$ cat src/lac_pkg.sv
// shared constants, payload types and helpers for the linear argmax classifier
`timescale 1ns / 1ps
`default_nettype none

package lac_pkg;

   localparam int NUM_INPUTS  = 9;
   localparam int NUM_CLASSES = 256;
   localparam int COEF_WIDTH  = 16;

   localparam int CLS_W   = (NUM_CLASSES > 1) ? $clog2(NUM_CLASSES) : 1;
   localparam int PROD_W  = COEF_WIDTH + 9;
   localparam int SUM_W   = PROD_W + $clog2(NUM_INPUTS + 1);
   localparam int SCORE_W = 28;
   localparam int ACC_W   = (SUM_W > SCORE_W) ? SUM_W : SCORE_W + 1;

   localparam longint SCORE_MAX = 134217727;
   localparam longint SCORE_MIN = -134217728;

   localparam logic [CLS_W-1:0] LAST_CLS = CLS_W'(NUM_CLASSES - 1);

   localparam logic [1:0] OP_LOAD_WEIGHT = 2'd0;
   localparam logic [1:0] OP_LOAD_BIAS   = 2'd1;
   localparam logic [1:0] OP_CLASSIFY    = 2'd2;

   typedef struct packed {
      logic [1:0]         opcode;
      logic [11:0]        table_address;
      logic signed [15:0] coef_value;
      logic [7:0]         neighbor_0;
      logic [7:0]         neighbor_1;
      logic [7:0]         neighbor_2;
      logic [7:0]         neighbor_3;
      logic [7:0]         neighbor_4;
      logic [7:0]         neighbor_5;
      logic [7:0]         neighbor_6;
      logic [7:0]         neighbor_7;
      logic [7:0]         neighbor_8;
   } req_type;

   typedef struct packed {
      logic [7:0]                best_class;
      logic signed [SCORE_W-1:0] best_score;
   } rsp_type;

   typedef enum logic [1:0] {
      ST_IDLE,
      ST_RUN,
      ST_DRAIN,
      ST_FINISH
   } state_type;

   typedef struct packed {
      logic             capture;
      logic             load_weight;
      logic             load_bias;
      logic             issue;
      logic             issue_first;
      logic             issue_last;
      logic [CLS_W-1:0] issue_cls;
      logic             out_load;
   } ctrl_cmd_type;

   typedef struct packed {
      logic last_done;
   } ctrl_status_type;

   // sign-extend or trim the 16-bit field to the stored coefficient width
   function automatic logic signed [COEF_WIDTH-1:0] coef_fit(input logic signed [15:0] v);
      logic signed [31:0] ext;
      ext = 32'(v);
      return ext[COEF_WIDTH-1:0];
   endfunction

   function automatic logic [7:0] neighbor_at(input req_type r, input int idx);
      logic [7:0] val;
      case (idx)
         0: val = r.neighbor_0;
         1: val = r.neighbor_1;
         2: val = r.neighbor_2;
         3: val = r.neighbor_3;
         4: val = r.neighbor_4;
         5: val = r.neighbor_5;
         6: val = r.neighbor_6;
         7: val = r.neighbor_7;
         8: val = r.neighbor_8;
         default: val = 8'd0;
      endcase
      return val;
   endfunction

endpackage

`default_nettype wire

$ cat src/lac_ctrl.sv
// controller: handshakes, class sweep sequencing and result hand-off
`timescale 1ns / 1ps
`default_nettype none

module lac_ctrl (
   input  wire logic                     clock,
   input  wire logic                     reset,
   input  wire logic                     req_valid,
   output logic                          req_stall,
   input  wire logic [1:0]               req_opcode,
   output logic                          rsp_valid,
   input  wire logic                     rsp_stall,
   input  wire lac_pkg::ctrl_status_type status,
   output lac_pkg::ctrl_cmd_type         cmd
);
   import lac_pkg::*;

   state_type        state_ff, state_in;
   logic [CLS_W-1:0] cls_ff, cls_in;
   logic             rsp_valid_ff, rsp_valid_in;
   logic             req_accept;

   assign req_stall  = (state_ff != ST_IDLE);
   assign req_accept = req_valid && !req_stall;
   assign rsp_valid  = rsp_valid_ff;

   always_ff @(posedge clock) begin
      if (reset) begin
         state_ff     <= ST_IDLE;
         cls_ff       <= '0;
         rsp_valid_ff <= 1'b0;
      end else begin
         state_ff     <= state_in;
         cls_ff       <= cls_in;
         rsp_valid_ff <= rsp_valid_in;
      end
   end

   always_comb begin
      state_in     = state_ff;
      cls_in       = cls_ff;
      rsp_valid_in = rsp_valid_ff && rsp_stall;
      cmd          = '0;
      cmd.issue_cls = cls_ff;
      case (state_ff)
         ST_IDLE: begin
            if (req_accept) begin
               case (req_opcode)
                  OP_LOAD_WEIGHT: cmd.load_weight = 1'b1;
                  OP_LOAD_BIAS:   cmd.load_bias = 1'b1;
                  OP_CLASSIFY: begin
                     cmd.capture = 1'b1;
                     cls_in      = '0;
                     state_in    = ST_RUN;
                  end
                  default: ;
               endcase
            end
         end
         ST_RUN: begin
            cmd.issue       = 1'b1;
            cmd.issue_first = (cls_ff == '0);
            cmd.issue_last  = (cls_ff == LAST_CLS);
            if (cls_ff == LAST_CLS) begin
               state_in = ST_DRAIN;
            end else begin
               cls_in = cls_ff + 1'b1;
            end
         end
         ST_DRAIN: begin
            if (status.last_done) begin
               state_in = ST_FINISH;
            end
         end
         ST_FINISH: begin
            // the previous result may still be waiting on the output side
            if (!rsp_valid_ff || !rsp_stall) begin
               cmd.out_load = 1'b1;
               rsp_valid_in = 1'b1;
               state_in     = ST_IDLE;
            end
         end
         default: state_in = ST_IDLE;
      endcase
   end

   a_done_in_drain: assert property (@(posedge clock) disable iff (reset)
      status.last_done |-> (state_ff == ST_DRAIN))
      else $error("last score finished outside drain");

   a_sweep_step: assert property (@(posedge clock) disable iff (reset)
      (state_ff == ST_RUN && cls_ff != LAST_CLS) |=> (cls_ff == $past(cls_ff) + 1'b1))
      else $error("class sweep skipped or repeated a class");

   a_no_overwrite: assert property (@(posedge clock) disable iff (reset)
      cmd.out_load |-> !(rsp_valid_ff && rsp_stall))
      else $error("result register loaded over a stalled beat");

   a_classify_starts: assert property (@(posedge clock) disable iff (reset)
      (req_accept && req_opcode == OP_CLASSIFY) |=> (state_ff == ST_RUN && cls_ff == '0))
      else $error("classify beat did not start a sweep");

endmodule

`default_nettype wire

$ cat config.mk
export PLATFORM = sky130hd
export DESIGN_NAME = lac_ctrl
export DESIGN_NICKNAME = d
export VERILOG_FILES = /design/src/lac_pkg.sv /design/src/lac_ctrl.sv
export SDC_FILE = /design/constraint.sdc
export NUM_CORES = 1
export LEC_CHECK = 0
export ABC_AREA = 1
export BUFFER_PORTS_ARGS = -buffer_cell sky130_fd_sc_hd__buf_2
export CORE_ASPECT_RATIO = 0.9
export CORE_MARGIN = 2
export CORE_UTILIZATION = 45
export DETAILED_ROUTE_END_ITERATION = 16
export PLACE_DENSITY = 0.81
export SLEW_MARGIN = 25
export SYNTH_ARGS = -nofsm -noshare
export SYNTH_HDL_FRONTEND = slang
export SYNTH_SLANG_ARGS = --single-unit
$ cat constraint.sdc
create_clock -name clock -period 1.4 [get_ports clock]
set_input_delay 0.28 -clock clock [delete_from_list [all_inputs] [get_ports clock]]
set_output_delay 0.28 -clock clock [all_outputs]
set_load 0.02 [all_outputs]
-- Yosys cells after proc, flatten, opt, wreduce, memory -nomap -nowiden
Index checks and enable logic that the tools add are counted.
- register bits after elaboration: 11
- input port bits: 7
- output and inout bits: 17
- word-level logic and storage cells: 49
- add/sub/neg operators: 1
- eq/ne operators: 12
- multiplexer cells: 20
- reduce and logical (&&, ||, !) cells: 13
- operators with widths (operator ; count):
    $mux W8 ; 3
    $pmux W8 S2 ; 1
    $mux W2 ; 5
    $ne A2 B2 Y1 const B ; 5
    $mux W3 ; 3
    $add A8 B1 Y8 const B ; 1
    $eq A8 B8 Y1 const B ; 1
    $logic_not A8 Y1 ; 1
    $pmux W2 S4 ; 1
    $mux W1 ; 7
    $eq A2 B2 Y1 const B ; 3
    $reduce_and A5 Y1 ; 1
    $eq A2 B1 Y1 const B ; 2
    $logic_not A2 Y1 ; 2
    $reduce_and A4 Y1 ; 1
    $reduce_bool A2 Y1 ; 2
    $logic_not A1 Y1 ; 3
    $logic_and A1 B1 Y1 ; 2
    $ne A2 B1 Y1 const B ; 1
    $logic_or A1 B1 Y1 ; 1

-- Depth between registers and ports, before layout
- depth after elaboration: 5
- mapped depth: 9
- mapped depth without buffers: 9

-- Least setup slack after synthesis
OpenSTA, ideal clock, no wires.
- path type: flip-flop to output port
- from: register state_ff[1]
- to: output cmd[10] (netlist name)
- data arrival time: 1.536 ns
- data required time: 1.120 ns
- setup slack: -0.416 ns
- cell stages (with the launch flop): 5
- buffers on the path: 0
- path through: dfxtp_1 inv_1 ha_1 nand4_1 nor4_1
- RTL lines (element ; RTL line ; text):
    from (decl) ; lac_ctrl.sv:18 ; state_type state_ff, state_in;
    from (signal assigned) ; lac_ctrl.sv:33 ; state_ff <= state_in;
    to (decl) ; lac_ctrl.sv:14 ; output lac_pkg::ctrl_cmd_type cmd

==> flow_summary.yaml <==
run_status:
  status: "finished with violations"
  violated_checks: "setup timing"
die:
  dieArea_sq_um: 2210
  chipHeight_microns: 44.8
  core_sq_um: 1700
  floorplan.initialDensity_pct: 48.9
  top_level_ports: 24
  rows: 14
  die-width_microns: 49.3
logic_synthesis:
  synth.yosys.seq_area_share_pct: 26.5
  synthXorXnorAreaFrac_pct: 0
  yosysWarnings: 0
  synth-seq-cells: 11
  yosys.area_share.simple_pct: 40.1
  largest_family_of_logic_cells_by_synthesized_area: "simple AND/OR/NAND/NOR gates"
  postSynthAreaPerCell_sq_um: 6.39
  post_synth_fa_ha_maj_area_fraction_pct: 10.5
  synth_fp_nets: 144
  ys_types: 19
  synth_compound_gate_area_share_pct: 10.2
  syn-instance-count: 130
  synth_area_sq_um: 831
  share_of_synthesized_area_spent_on_multiplexers_pct: 0
power:
  power.leakage_nw: 0.699
  power_mw: 2.01
  ir_worst_vdd_mv: 1.10
  power_per_standard_cell_area_nw_per_um2: 1410
place:
  dpl_worst_slack_ns: -0.126
  portBuffers: 23
  placed_cell_area_sq_um: 1080
  gp_congestion: 0.919
  half_perimeter_wire_length_of_the_detailed_placement_result_microns: 1650
layout:
  layout-area-overhead-vs-synth_pct: 71.4
  post-route-cell-area_sq_um: 1420
  fraction_of_layout_instances_using_a_drive_strength_above_1_pct: 53.1
  n_antenna_cell: 0
  num-fill-cells: 89
  layout.nets: 192
setup_path:
  cp-end-kind: "output pin"
  start_kind: "flip-flop"
  setup.reg_to_reg.worst_slack_ns: -0.12
  path_max_fanout: 3
  reg2reg_from: "state_ff[0]$_SDFFE_PP0P_"
  timing.reg2reg.worst_path_depth: 10
  criticalPathCategory: "reg -> out"
  required_ns: 1.12
  worstPathArrival_ns: 1.33
  worst_r2r_endpoint: "cls_ff[5]$_SDFFE_PP0P_"
clock_network:
  htree_num_levels: 1
  clock_tree.root_cell: "sky130_fd_sc_hd__clkbuf_4"
  worst_skew_pair.late_latency_ns: 0.29
  cts_tree: "built"
  clock-sinks: 11
  deepest_clock_path_buffer_count: 2
  postCtsHoldBufs: 0
  worst_setup_hold_path_clk_slew_ns: 0.08
  tritoncts.num_buffers: 3
drt:
  total_wire_length_after_detailed_routing_microns: 2850
  ant_nets_after_route: 0
  detail_route.wl_per_cell_microns: 14.2
  drcViolationCount: 0
  drt-vias-per-instance: 5.23
  number_of_vias_after_detailed_routing: 1052
  detail_route.iter0.violations: 32
  detail_route.first_pass.iterations: 5
global_routing:
  groute.usage.overall_pct: 23.0
  grt_start_max_net_pins: 9
  overflow_after_grt: 0
  grt_pass1_wl_microns: 3770
  grt_antenna_before_repair: 0
  grt_pass1_vias: 924
timing:
  worst_pin_slew_ns: 0.294
  report.final.slew_viol_count: 0
  slew-limit-headroom_pct: 80.2
  fin_skew_ns: 0.00876
  grt_setup_unrepaired: "true"
  fin_setup_tns_ns: -1.60
  timing.final.ws_setup_ns: -0.215
  fmax_ghz: 0.619
  final.min_clock_period_ns: 1.61
  setup_violations: 15
  worst_hold_slack_ns: 0.249
  final_min_period_over_clock_period_pct: 115
  finalHoldViolations: 0
flow_run:
  max_cap_violations: 0
hold_path:
  min-delay-start: "reset"
  hold_depth: 2
  worstHoldPathType: "in -> reg"
  worst_hold_path.endpoint: "cls_ff[2]$_SDFFE_PP0P_"
==> worst max-delay path by stage <==
stage | from | to | slack (ns)
after floorplan | state_ff[1]$_SDFFE_PP0P_ | cmd[12] | -0.12
after global placement | state_ff[0]$_SDFFE_PP0P_ | cls_ff[0]$_SDFFE_PP0P_ | -0.09
after detailed placement | state_ff[0]$_SDFFE_PP0P_ | cls_ff[0]$_SDFFE_PP0P_ | -0.13
after CTS | state_ff[1]$_SDFFE_PP0P_ | cmd[10] | -0.21
after global routing | state_ff[1]$_SDFFE_PP0P_ | cmd[10] | -0.25
final | state_ff[1]$_SDFFE_PP0P_ | cmd[10] | -0.21
==> worst max-delay path, stage by stage (launching register included) <==
cell and delay [ns]:
sky130_fd_sc_hd__dfxtp_2 0.34, sky130_fd_sc_hd__inv_4 0.08, sky130_fd_sc_hd__ha_4 0.15, sky130_fd_sc_hd__nand4_1 0.15
sky130_fd_sc_hd__nor4_4 0.15, sky130_fd_sc_hd__buf_4 0.17
==> metrics by stage <==
stage               std cells  util [%]
floorplan                 130         -
global placement          185      63.5
detailed placement        185      63.5
CTS                       196      73.9
global route              201      83.8
finish                    201      83.8
==> where the power goes <==
group | internal (mW) | switching [mW]
registers | 0.369 | 0.0556
logic | 0.618 | 0.724
clock network | 0.111 | 0.132
total | 1.10 | 0.912
==> cell families (layout without fill, tap and decap cells) <==
| family | after synthesis | in the layout |
|---|---|---|
| simple gates | 72 | 72 |
| compound gates | 14 | 14 |
| buf+inv | 26 | 73 |
| fa+ha+maj | 7 | 7 |
| flops | 11 | 11 |
==> state kept, by name, indices dropped and copies added (netlist names) <==
register   cells
rsp_valid      1
cls_ff         8
state_ff       2
==> layout make-up <==
type / count / area [sq um] / area share (%)
tap: 24 / 30.0 / 2.11
sequential: 11 / 235 / 16.5
clock buffer: 4 / 26.3 / 1.85
multi-input combinational: 93 / 691 / 48.5
timing repair buffer: 44 / 338 / 23.7
inverter: 25 / 104 / 7.29
==> placed cells by master, fill, tap and decap left out, drive strengths merged <==
master,n
inv,25
o21ai,3
nand4,3
o22ai,1
nor4,1
nand3,12
a21oi,10
buf,44
clkbuf,4
nor2,12
nor3,4
nand3b,1
nand2,39
dfxtp,11
ha,7
==> metal layers <==
metal	routed length, microns	up-vias	track usage (%)
met1	1170	478	24.8
met4	69	0	6.86
met5	0	-	0
met3	193	10	7.95
li1	-	509	-
met2	1410	55	43.0
==> cell usage after synthesis <==
master,number,area share (%)
sky130_fd_sc_hd__inv_1,24,11
sky130_fd_sc_hd__nor4_1,1,0.75
sky130_fd_sc_hd__nor3_1,4,2.4
sky130_fd_sc_hd__dfxtp_1,11,27
sky130_fd_sc_hd__o21ai_0,3,1.8
sky130_fd_sc_hd__ha_1,7,11
sky130_fd_sc_hd__inv_2,1,0.45
sky130_fd_sc_hd__nand2_4,1,1.4
sky130_fd_sc_hd__nand4_2,1,1.5
sky130_fd_sc_hd__nand2_1,34,15
sky130_fd_sc_hd__nor2_2,2,1.5
sky130_fd_sc_hd__nor2_1,10,4.5
sky130_fd_sc_hd__nand3b_1,1,0.90
sky130_fd_sc_hd__nand3_1,12,7.2
sky130_fd_sc_hd__nand2_2,4,3.0
sky130_fd_sc_hd__nand4_1,2,1.5
sky130_fd_sc_hd__buf_6,1,1.4
sky130_fd_sc_hd__o22ai_4,1,2.4
sky130_fd_sc_hd__a21oi_1,10,6.0
==> what timing repair did <==
item                                    4_1_cts  5_1_grt
pin swaps                                     8       14
endpoints found under the setup margin       17       18
gates resized for setup                      35       33
buffers inserted                              7        6
(Power assumes the default switching activity.)
